### src/sv/dfd_pkg.sv
// package for the escaped frame deframer with additive checksum
// holds the framing codes, data width and the shared arithmetic unit request type
// no dependencies
package dfd_pkg;

  localparam int unsigned DataW     = 8;
  localparam int unsigned DefDepth  = 64;
  localparam int unsigned HeaderLen = 2;

  // framing codes
  localparam logic [DataW-1:0] EscByte   = 8'd70;
  localparam logic [DataW-1:0] CodeStart = 8'd0;
  localparam logic [DataW-1:0] CodeEnd   = 8'd255;

  typedef enum logic {
    AluAdd,
    AluSub
  } alu_op_e;

  // one request to the shared add/subtract/compare unit
  typedef struct packed {
    alu_op_e          op;
    logic [DataW-1:0] a;
    logic [DataW-1:0] b;
  } alu_req_t;

endpackage

### src/sv/dfd_if.sv
// valid/ready stream interfaces for the deframer: raw receive bytes in, payload beats out
// depends on dfd_pkg for the data width
interface dfd_rx_if;
  logic                     valid;
  logic                     ready;
  logic [dfd_pkg::DataW-1:0] rx_byte;

  modport source (output valid, output rx_byte, input ready);
  modport sink   (input valid, input rx_byte, output ready);
endinterface

interface dfd_out_if;
  logic                     valid;
  logic                     ready;
  logic [dfd_pkg::DataW-1:0] payload_byte;
  logic                     last_of_frame;
  logic                     empty_frame;

  modport source (output valid, output payload_byte, output last_of_frame,
                  output empty_frame, input ready);
  modport sink   (input valid, input payload_byte, input last_of_frame,
                  input empty_frame, output ready);
endinterface

### src/sv/dfd_alu.sv
// shared 8-bit add/subtract unit with an equality compare
// depends on dfd_pkg for the request type
module dfd_alu (
  input  dfd_pkg::alu_req_t          req_i,
  output logic [dfd_pkg::DataW-1:0]  res_o,
  output logic                       eq_o
);
  import dfd_pkg::*;

  // modulo-256 add or subtract
  always_comb begin
    case (req_i.op)
      AluAdd:  res_o = req_i.a + req_i.b;
      AluSub:  res_o = req_i.a - req_i.b;
      default: res_o = req_i.a;
    endcase
  end

  assign eq_o = (req_i.a == req_i.b);

endmodule

### src/sv/dfd_store.sv
// frame store: one write port, one read port with registered read data
// depends on dfd_pkg for the data width
module dfd_store #(
  parameter int unsigned DEPTH = dfd_pkg::DefDepth
) (
  input  logic                       clk_i,
  input  logic                       we_i,
  input  logic [$clog2(DEPTH)-1:0]   waddr_i,
  input  logic [dfd_pkg::DataW-1:0]  wdata_i,
  input  logic                       re_i,
  input  logic [$clog2(DEPTH)-1:0]   raddr_i,
  output logic [dfd_pkg::DataW-1:0]  rdata_o
);
  import dfd_pkg::*;

  logic [DataW-1:0] mem_q [DEPTH];

  // write port
  always_ff @(posedge clk_i) begin
    if (we_i) begin
      mem_q[waddr_i] <= wdata_i;
    end
  end

  // read port, data held until the next read
  always_ff @(posedge clk_i) begin
    if (re_i) begin
      rdata_o <= mem_q[raddr_i];
    end
  end

endmodule

### src/sv/escaped_frame_deframer_checksum.sv
// top level of the escaped frame deframer with additive checksum
// depends on dfd_pkg, dfd_if, dfd_alu and dfd_store
//
// Receives raw bytes one beat at a time, strips the escape framing (escape 70 followed by
// 0 = start, 70 = literal 70, 255 = end, anything else dropped), stores frame bytes and keeps
// a modulo-256 running sum. A frame is length byte, checksum byte, payload. At an end code
// the two header bytes are taken out of the sum and the frame is judged; a good frame is
// sent out one payload beat at a time with last_of_frame on the final beat, or as a single
// empty_frame beat when it has no payload. Bad frames produce nothing. Steps: a stored
// byte is decoded, then written to the store while the shared adder updates the sum; the
// escape and start/unknown codes are handled as they arrive; an end code leads to the two
// header reads, the two subtractions and the check, then each payload beat is read from
// the single registered read port of the store and loaded when the sink has room. The
// output register lets the next byte be accepted while the final beat still waits. The
// store needs no clearing after reset.
module escaped_frame_deframer_checksum #(
  parameter int unsigned DEPTH = dfd_pkg::DefDepth
) (
  input  logic          clk_i,
  input  logic          rst_ni,
  dfd_rx_if.sink        rx_i,
  dfd_out_if.source     out_o
);
  import dfd_pkg::*;

  localparam int unsigned IW = $clog2(DEPTH);

  localparam logic [3:0] SIdle   = 4'd0;
  localparam logic [3:0] SAdd    = 4'd1;
  localparam logic [3:0] SRd0    = 4'd2;
  localparam logic [3:0] SSub0   = 4'd3;
  localparam logic [3:0] SSub1   = 4'd4;
  localparam logic [3:0] SChk    = 4'd5;
  localparam logic [3:0] SEmpty  = 4'd6;
  localparam logic [3:0] SEmitRd = 4'd7;
  localparam logic [3:0] SEmitLd = 4'd8;

  logic [3:0]       state_q, state_d;
  logic             esc_q, esc_d;
  logic [IW-1:0]    idx_q, idx_d;
  logic [DataW-1:0] sum_q, sum_d;
  logic [DataW-1:0] byte_q, byte_d;
  logic [DataW-1:0] len_q, len_d;
  logic [DataW-1:0] chk_q, chk_d;
  logic [IW-1:0]    ptr_q, ptr_d;

  logic             out_vld_q, out_vld_d;
  logic [DataW-1:0] out_byte_q, out_byte_d;
  logic             out_last_q, out_last_d;
  logic             out_empty_q, out_empty_d;

  logic             rx_fire;
  logic             slot_free;
  logic             out_load;
  logic             frame_good;
  logic             emit_last;

  alu_req_t         alu_req;
  logic [DataW-1:0] alu_res;
  logic             alu_eq;

  logic             mem_we;
  logic             mem_re;
  logic [IW-1:0]    mem_raddr;
  logic [DataW-1:0] mem_rdata;

  dfd_alu u_alu (
    .req_i (alu_req),
    .res_o (alu_res),
    .eq_o  (alu_eq)
  );

  dfd_store #(
    .DEPTH (DEPTH)
  ) u_store (
    .clk_i   (clk_i),
    .we_i    (mem_we),
    .waddr_i (idx_q),
    .wdata_i (byte_q),
    .re_i    (mem_re),
    .raddr_i (mem_raddr),
    .rdata_o (mem_rdata)
  );

  assign rx_i.ready = (state_q == SIdle);
  assign rx_fire    = rx_i.valid && rx_i.ready;
  assign slot_free  = !out_vld_q || out_o.ready;

  // length byte must match payload count, checksum byte must match the reduced sum
  assign frame_good = ((9'(len_q) + 9'(HeaderLen)) == 9'(idx_q)) && alu_eq;
  assign emit_last  = (ptr_q == IW'(idx_q - IW'(1)));

  // sequencer
  always_comb begin
    state_d     = state_q;
    esc_d       = esc_q;
    idx_d       = idx_q;
    sum_d       = sum_q;
    byte_d      = byte_q;
    len_d       = len_q;
    chk_d       = chk_q;
    ptr_d       = ptr_q;
    alu_req.op  = AluAdd;
    alu_req.a   = sum_q;
    alu_req.b   = byte_q;
    mem_we      = 1'b0;
    mem_re      = 1'b0;
    mem_raddr   = ptr_q;
    out_load    = 1'b0;
    out_byte_d  = out_byte_q;
    out_last_d  = out_last_q;
    out_empty_d = out_empty_q;

    case (state_q)
      SIdle: begin
        if (rx_fire) begin
          if (esc_q) begin
            esc_d = 1'b0;
            case (rx_i.rx_byte)
              CodeStart: begin
                idx_d = '0;
                sum_d = '0;
              end
              EscByte: begin
                byte_d  = rx_i.rx_byte;
                state_d = SAdd;
              end
              CodeEnd: begin
                state_d = SRd0;
              end
              default: ;
            endcase
          end else if (rx_i.rx_byte == EscByte) begin
            esc_d = 1'b1;
          end else begin
            byte_d  = rx_i.rx_byte;
            state_d = SAdd;
          end
        end
      end
      SAdd: begin
        mem_we = 1'b1;
        sum_d  = alu_res;
        if (idx_q != IW'(DEPTH - 1)) begin
          idx_d = idx_q + IW'(1);
        end
        state_d = SIdle;
      end
      SRd0: begin
        mem_re    = 1'b1;
        mem_raddr = '0;
        state_d   = SSub0;
      end
      SSub0: begin
        alu_req.op = AluSub;
        alu_req.b  = mem_rdata;
        sum_d      = alu_res;
        len_d      = mem_rdata;
        mem_re     = 1'b1;
        mem_raddr  = IW'(1);
        state_d    = SSub1;
      end
      SSub1: begin
        alu_req.op = AluSub;
        alu_req.b  = mem_rdata;
        sum_d      = alu_res;
        chk_d      = mem_rdata;
        state_d    = SChk;
      end
      SChk: begin
        alu_req.b = chk_q;
        if (!frame_good) begin
          state_d = SIdle;
        end else if (len_q == '0) begin
          state_d = SEmpty;
        end else begin
          ptr_d   = IW'(HeaderLen);
          state_d = SEmitRd;
        end
      end
      SEmpty: begin
        if (slot_free) begin
          out_load    = 1'b1;
          out_byte_d  = '0;
          out_last_d  = 1'b1;
          out_empty_d = 1'b1;
          state_d     = SIdle;
        end
      end
      SEmitRd: begin
        mem_re  = 1'b1;
        state_d = SEmitLd;
      end
      SEmitLd: begin
        if (slot_free) begin
          out_load    = 1'b1;
          out_byte_d  = mem_rdata;
          out_last_d  = emit_last;
          out_empty_d = 1'b0;
          if (emit_last) begin
            state_d = SIdle;
          end else begin
            ptr_d   = ptr_q + IW'(1);
            state_d = SEmitRd;
          end
        end
      end
      default: begin
        state_d = SIdle;
      end
    endcase
  end

  // output register valid
  always_comb begin
    out_vld_d = out_vld_q;
    if (out_load) begin
      out_vld_d = 1'b1;
    end else if (out_o.ready) begin
      out_vld_d = 1'b0;
    end
  end

  // control state
  always_ff @(posedge clk_i or negedge rst_ni) begin
    if (!rst_ni) begin
      state_q   <= SIdle;
      esc_q     <= 1'b0;
      idx_q     <= '0;
      sum_q     <= '0;
      out_vld_q <= 1'b0;
    end else begin
      state_q   <= state_d;
      esc_q     <= esc_d;
      idx_q     <= idx_d;
      sum_q     <= sum_d;
      out_vld_q <= out_vld_d;
    end
  end

  // payload registers
  always_ff @(posedge clk_i) begin
    byte_q      <= byte_d;
    len_q       <= len_d;
    chk_q       <= chk_d;
    ptr_q       <= ptr_d;
    out_byte_q  <= out_byte_d;
    out_last_q  <= out_last_d;
    out_empty_q <= out_empty_d;
  end

  assign out_o.valid         = out_vld_q;
  assign out_o.payload_byte  = out_byte_q;
  assign out_o.last_of_frame = out_last_q;
  assign out_o.empty_frame   = out_empty_q;

  // checks

  // a pending beat is never overwritten
  a_no_overwrite: assert property (@(posedge clk_i) disable iff (!rst_ni)
    out_load |-> (!out_vld_q || out_o.ready))
    else $error("output beat overwritten while stalled");

  // the write index saturates at the last entry
  a_idx_range: assert property (@(posedge clk_i) disable iff (!rst_ni)
    32'(idx_q) <= DEPTH - 1)
    else $error("write index beyond the store");

  // the empty marker is a final beat with a zero byte
  a_empty_marker: assert property (@(posedge clk_i) disable iff (!rst_ni)
    (out_vld_q && out_empty_q) |-> (out_last_q && (out_byte_q == '0)))
    else $error("malformed empty marker");

  // payload reads stay inside the stored frame
  a_ptr_range: assert property (@(posedge clk_i) disable iff (!rst_ni)
    (state_q == SEmitRd) |-> ((32'(ptr_q) >= HeaderLen) && (ptr_q < idx_q)))
    else $error("payload read pointer out of frame");

  // an end of frame readout starts with the length byte read
  a_rd0_after_end: assert property (@(posedge clk_i) disable iff (!rst_ni)
    (rx_fire && esc_q && (rx_i.rx_byte == CodeEnd)) |=> (state_q == SRd0))
    else $error("end code did not start the frame check");

endmodule

### src/flat_wrapper.sv
// flat-port wrapper written by rule: the top's interface ports become plain ports
module escaped_frame_deframer_checksum_flat import dfd_pkg::*;
#(
  parameter int unsigned DEPTH = dfd_pkg::DefDepth
)
  (clk_i, rst_ni, rx_i_valid, rx_i_rx_byte, rx_i_ready, out_o_valid, out_o_payload_byte, out_o_last_of_frame, out_o_empty_frame, out_o_ready);
  dfd_rx_if rx_i_i ();
  dfd_out_if out_o_i ();
  input  logic clk_i;
  input  logic rst_ni;
  input wire logic [$bits(rx_i_i.valid)-1:0] rx_i_valid;
  input wire logic [$bits(rx_i_i.rx_byte)-1:0] rx_i_rx_byte;
  output wire logic [$bits(rx_i_i.ready)-1:0] rx_i_ready;
  output wire logic [$bits(out_o_i.valid)-1:0] out_o_valid;
  output wire logic [$bits(out_o_i.payload_byte)-1:0] out_o_payload_byte;
  output wire logic [$bits(out_o_i.last_of_frame)-1:0] out_o_last_of_frame;
  output wire logic [$bits(out_o_i.empty_frame)-1:0] out_o_empty_frame;
  input wire logic [$bits(out_o_i.ready)-1:0] out_o_ready;
  assign rx_i_i.valid = rx_i_valid;
  assign rx_i_i.rx_byte = rx_i_rx_byte;
  assign rx_i_ready = rx_i_i.ready;
  assign out_o_valid = out_o_i.valid;
  assign out_o_payload_byte = out_o_i.payload_byte;
  assign out_o_last_of_frame = out_o_i.last_of_frame;
  assign out_o_empty_frame = out_o_i.empty_frame;
  assign out_o_i.ready = out_o_ready;
  escaped_frame_deframer_checksum #(.DEPTH(DEPTH)) u_core (.clk_i(clk_i), .rst_ni(rst_ni), .rx_i(rx_i_i), .out_o(out_o_i));
endmodule
### config.mk
export PLATFORM = sky130hd
export DESIGN_NAME = escaped_frame_deframer_checksum_flat
export DESIGN_NICKNAME = d
export VERILOG_FILES = /design/src/sv/dfd_pkg.sv /design/src/sv/dfd_if.sv /design/src/sv/dfd_alu.sv /design/src/sv/dfd_store.sv /design/src/sv/escaped_frame_deframer_checksum.sv /design/src/flat_wrapper.sv
export SDC_FILE = /design/constraint.sdc
export NUM_CORES = 1
export LEC_CHECK = 0
export BUFFER_PORTS_ARGS = -buffer_cell sky130_fd_sc_hd__buf_2
export CORE_MARGIN = 2
export CORE_UTILIZATION = 55
export DETAILED_ROUTE_END_ITERATION = 6
export PLACE_DENSITY = 0.71
export SYNTH_ARGS = -nofsm -noshare
export SYNTH_HDL_FRONTEND = slang
export SYNTH_SLANG_ARGS = --single-unit
### constraint.sdc
create_clock -name clk_i -period 4.45 [get_ports clk_i]
set_input_delay 0.445 -clock clk_i [delete_from_list [all_inputs] [get_ports clk_i]]
set_output_delay 0.445 -clock clk_i [all_outputs]
set_load 0.02 [all_outputs]
---- After elaboration in Yosys (flattened, before gate mapping) ----
Memory sizes are Yosys's and may differ from the RTL's. A register that Yosys moved wholly into a read port is not among the register bits.
Cells that the tools add are included.
storage, ports and cells
  bits in registers ....................... 60
  latch bits .............................. 0
  bits in writable memories ............... 512
  bits in read-only memories .............. 0
  bits of input ports ..................... 12
  word-level logic and storage cells ...... 119
  memories ................................ 1
operators by class
  $add $sub $neg .......................... 6
  $mul .................................... 0
  divide/modulo/power cells ............... 0
  magnitude comparators ................... 0
  equality and inequality tests ........... 27
  shifts and indexed selects .............. 0
  muxes and demuxes ....................... 49
  bitwise gates (word level) .............. 1
  reductions and logical operators ........ 23
memory list
  name                  words  width  read ports  clocked after memory_dff  wr ports  RTL line         RTL
  u_core.u_store.mem_q  64     8      1           1                         1         dfd_store.sv:16  logic [DataW-1:0] mem_q [DEPTH];
operators with widths
  kind                 count
  $mux 8               8
  $pmux 8 s2           4
  $mux 6               8
  $pmux 6 s2           3
  $pmux 4 s8           1
  $mux 4               6
  $eq 4x3->1 const B   4
  $logic_not 8->1      2
  $mux 1               15
  $reduce_and 5->1     3
  $add 6x1->6 const B  2
  $ne 2x2->1 const B   6
  $ne 2x1->1 const B   5
  $reduce_bool 2->1    5
  $add 8x2->9 const B  1
  $eq 9x6->1           1
  $add 8x8->8          1
  $eq 4x2->1 const B   2
  $eq 8x7->1 const B   1
  $eq 8x8->1           1
  $eq 8x8->1 const B   1
  $pmux 4 s2           1
  $reduce_and 4->1     2
  $sub 8x8->8          1
  other kinds (18)     22

---- Logic depth before layout (Yosys ltp) ----
  depth in word-level cells ............... 7
  mapped depth ............................ 16
  mapped depth without buffers ............ 13

---- Hierarchy ----
From an unflattened synthesis, not the netlist that was laid out.
second synthesis, totals
  cell total of the unflattened synthesis .. 1303
  area, all modules ....................... 23984.3 µm²
modules (own cells, without submodules)
  module                           times used  cells an instance  area each (µm²)  sequential area each (µm²)
  dfd_store                        1           940                20246.9          15615.0
  escaped_frame_deframer_checksum  1           271                3079.2           1701.6
  dfd_alu                          1           92                 658.1            0.0

---- Worst setup path before layout ----
No wires, ideal clock.
  path type ............................... register to register
  start point ............................. register u_core.state_q[0]
  end point ............................... register u_core.ptr_q[0], enable pin
  setup time .............................. 380 ps
  arrival time ............................ 2939 ps
  slack ................................... 1131 ps
  cell stages (with the launch flop) ...... 16
  path buffers ............................ 4
  clock period less this slack ............ 3319 ps
  path through ............................ dfrtp_1 > buf_2 > nor2b_1 > o2bb2ai_1 > nor2b_1 > clkbuf_1 > clkbuf_1 > nand2_1 > nand2_1 > ha_1 > clkbuf_1 > nor4b_1 > nand4_1 > nor4_1 > nand4_1 > o31ai_1
on the way
  cells in the longest elaborated chain, start to end .. 7
  elaborated cells between the ends (all ways) .. 14
  those cells by class .................... eq/ne: 9; mux: 1; reduce/logical: 4
ends and longest elaborated chain
  element                                          RTL line                                RTL
  start, declared                                  escaped_frame_deframer_checksum.sv:38   logic [3:0] state_q, state_d;
  start signal, assigned                           escaped_frame_deframer_checksum.sv:227  state_q <= SIdle;
  start signal, assigned                           escaped_frame_deframer_checksum.sv:233  state_q <= state_d;
  $eq 4x2->1 / $eq 4x3->1 (equally long branches)  escaped_frame_deframer_checksum.sv:114  case (state_q)
  $reduce_or 2->1 (no source line)                 -
  $pmux 8 s2                                       escaped_frame_deframer_checksum.sv:114
  $eq 8x8->1                                       dfd_alu.sv:19                           assign eq_o = (req_i.a == req_i.b);
  $logic_and 1x1->1                                escaped_frame_deframer_checksum.sv:90   assign frame_good = ((9'(len_q) + 9'(HeaderLen)) == 9'(idx_q)) && alu_eq;
  $ne 2x1->1 (no source line)                      -
  $reduce_and 5->1 (no source line) (*)            -
  end signal, assigned                             escaped_frame_deframer_checksum.sv:246  ptr_q <= ptr_d;
  end, declared                                    escaped_frame_deframer_checksum.sv:45   logic [IW-1:0] ptr_q, ptr_d;
Every way passes the cells marked *; elsewhere a longest branch is shown, timed or not.
A chain may end at the register's enable or synchronous reset.

---- Worst setup path after layout ----
  start point ............................. register u_core.state_q[2]
  end point ............................... register u_core.ptr_q[4], enable pin
The elaborated chain is that of the path after synthesis.

==> flow_metrics.env <==
export IMPL_rsz0062_at_grt="false"
export IMPL_gp_congestion=0.928
export IMPL_synth_top_area_share_pct=70.2
export IMPL_grt_max_degree=99
export IMPL_start_kind="register"
export IMPL_ctsResizeCount=0
export IMPL_clock_latency_ps=620
export IMPL_ant_nets=0
export IMPL_hold_path_class="input pin to register"
export IMPL_ir_worst_vdd_mv=0.319
export IMPL_antenna_found_initial=0
export IMPL_num_vias=14300
export IMPL_post_drt_wl_per_cell_um=25.0
export IMPL_synth_edf_count=560
export IMPL_hold_viol_final=0
export IMPL_synth_lib_cells_used_distinct=74
export IMPL_ys_async_sr_fraction_pct=3.45
export IMPL_hpwl_um=34300
export IMPL_first_pass_iters=5
export IMPL_min_period_over_period_pct=89.8
export IMPL_p_leak_nw=8.52
export IMPL_io_buffers=23
export IMPL_dieHeight_um=213
export IMPL_syn_inst=1592
export IMPL_routed_wl_um=56000
export IMPL_cts_buffer_depth=3
export IMPL_crit_type="register to register"
export IMPL_layout_nets=1643
export IMPL_yosysWarningCount=0
export IMPL_cts_root_buf="clkbuf_16"
export IMPL_synthTopCellsByArea="edfxtp_1, mux2_2, nor2_1, dfrtp_1, o22ai_1"
export IMPL_critPathCaptureType="register"
export IMPL_min_period_ps=4000
export IMPL_fin_tns_setup_ps=0
export IMPL_cp_max_fo=18
export IMPL_drcViolationCount=0
export IMPL_worst_path_largest_cell_delay_ps=700
export IMPL_tightest_slew_ps=1170
export IMPL_layout_setup_ws_ps=454
export IMPL_cts_clk_slew_worst_paths_ps=60
export IMPL_setup_viol=0
export IMPL_coreArea_um2=43100
export IMPL_status="finished clean"
export IMPL_p_per_area_nw_per_um2=449
export IMPL_synth_fp_nets=1626
export IMPL_final_common_cell="edfxtp_1"
export IMPL_die_area_um2=45300
export IMPL_chipWidth_um=213
export IMPL_cp_data_required_time_ps=4680
export IMPL_finClkSkew_ps=17.0
export IMPL_cts_sinks=580
export IMPL_drv_slew=0
export IMPL_grt_first_pass_wirelength_um=84900
export IMPL_cpMaxStageDelayCell="dfrtp_1"
export IMPL_crit_arrival_ps=4230
export IMPL_ys_seq_area_share_pct=72.3
export IMPL_drt_iter0_drc=1899
export IMPL_ys_ff_latch=580
export IMPL_num_rows=76
export IMPL_mostFrequentLayoutCells="edfxtp_1, nor2_1, o21ai_0"
export IMPL_track_usage_pct=25.4
export IMPL_synthFlopType="edfxtp_1"
export IMPL_ios=24
export IMPL_drive_gt1_share_pct=13.2
export IMPL_first_global_vias=13700
export IMPL_max_cap_violations=0
export IMPL_crit_chain="nor2b_1 > o2bb2ai_1 > nor2b_1 > buf_4 > nand2_1 > nand2_1 > ha_1 > nor4_1 > nand4_1 > nor4_1 > nand4_1 > o31ai_1"
export IMPL_vias_per_cell=6.37
export IMPL_initial_utilization_pct=55.6
export IMPL_postSynthAreaPerCell_um2=15.1
export IMPL_synth_area_um2=24000
export IMPL_cts_inserted_buffers=56
export IMPL_gr_total_overflow=0
export IMPL_area_growth_pct=10.4
export IMPL_max_clock_freq_mhz=250
export IMPL_synth_top_cell_by_area="edfxtp_1"
export IMPL_relSlewSlack_pct=21.8
export IMPL_h_tree_depth=2
export IMPL_cts_tree="built"
export IMPL_dp_slack_ps=547
-- Yosys cell counts (all sizes together), types with 18 or more instances --
cell    number
a21oi       32
o211ai      27
ha          20
clkbuf      49
inv         27
nor2       146
o22ai       71
mux2i       37
edfxtp     560
nand2       57
o21ai       90
mux2        53
buf         45
nor4        18
o221ai      35
nand3       29
nor3        50
dfrtp       20
-- worst max-delay path: cells and delay by family (launching register included) --
kind                     cells  cell delay [ps]
adder cells (fa/ha/maj)      1              290
flip-flops                   1              700
AND/OR/NAND/NOR              8             1910
AO/OA/AOI/OAI                2              430
buffers and inverters        1              280
-- logic make-up (layout without fill, tap and decap cells) --
kind of cell             after synthesis  count (layout)  share of synthesized area [%]
other                                  0               1                              0
adder cells (fa/ha/maj)               22              22                           1.21
flip-flops                           580             580                           72.3
AND/OR/NAND/NOR                      384             384                           7.83
AO/OA/AOI/OAI                        353             353                           9.95
multiplexers                         107             107                           5.63
XOR/XNOR                              24              24                          0.908
buffers and inverters                122             184                           2.21
-- area by class of cell --
type | count | area [um2]
sequential | 580 | 17300
timing repair buffer | 53 | 393
tap | 585 | 732
inverter | 28 | 105
multi-input combinational | 890 | 6120
fill | 3139 | 16600
clock inverter | 27 | 264
antenna | 1 | 2.50
clock buffer | 76 | 1520
-- per-layer routing --
metal  wire (um)  GRT usage, %  vias to the layer above
met5           0             0                        -
met4        2100          10.7                        0
met3        4930          4.75                      124
met2       25500          38.8                      728
met1       23500          36.1                     7102
li1            -             -                     6313
-- stage by stage --
step                      instances  hold WS [ps]  power [mW]  cell area [um2]  util [%]
final                          2240          42.3        11.9            26500      61.4
after global routing           2239          31.1        12.2            26500      61.4
after CTS                      2239          22.0        11.9            26500      61.4
after detailed placement       2135           455        7.33            24700      57.2
after global placement         2135           458        7.30            24700      57.2
after floorplan                1592           149        7.02            24000         -
-- report_power, final --
part / leakage, nW / total, mW / internal (mW) / switching (mW)
Combinational: 2.36 / 0.954 / 0.329 / 0.625
Clock: 0.864 / 4.64 / 2.67 / 1.97
Sequential: 5.29 / 6.28 / 6.14 / 0.137
Total: 8.52 / 11.9 / 9.14 / 2.73
-- sequential cells by signal (all words and copies together) (netlist names) --
register and flops:
u_core.u_store.mem_q 512, u_core.byte_q 8, u_core.chk_q 8, u_core.len_q 8
u_core.out_o.payload_byte 8, u_core.sum_q 8, u_core.u_store.rdata_o 8, u_core.idx_q 6
u_core.ptr_q 6, u_core.state_q 4, u_core.esc_q 1, u_core.out_o.empty_frame 1
u_core.out_o.last_of_frame 1, u_core.out_o.valid 1
-- path summary, 6_finish.rpt --
path	cells past startpoint	slack (ps)	start	to
min in group asynchronous	2	350	rst_ni	u_core.idx_q[0]
hold reg to reg	2	520	u_core.sum_q[0]	u_core.sum_q[0]
hold / removal	1	40	rx_i_rx_byte[4]	u_core.byte_q[4]
setup reg to reg	12	450	u_core.state_q[2]	u_core.ptr_q[4]
setup / recovery	12	450	u_core.state_q[2]	u_core.ptr_q[4]
max in group asynchronous	2	3730	rst_ni	u_core.sum_q[6]
-- repair_timing --
| item | 4_1_cts | 5_1_grt |
|---|---|---|
| buffers inserted | 0 | 0 |
| setup endpoints to repair | 0 | 0 |
| hold endpoints to repair | 20 | 0 |
| hold buffers | 1 | 0 |
No activity file was read; power rests on OpenSTA's default activity.
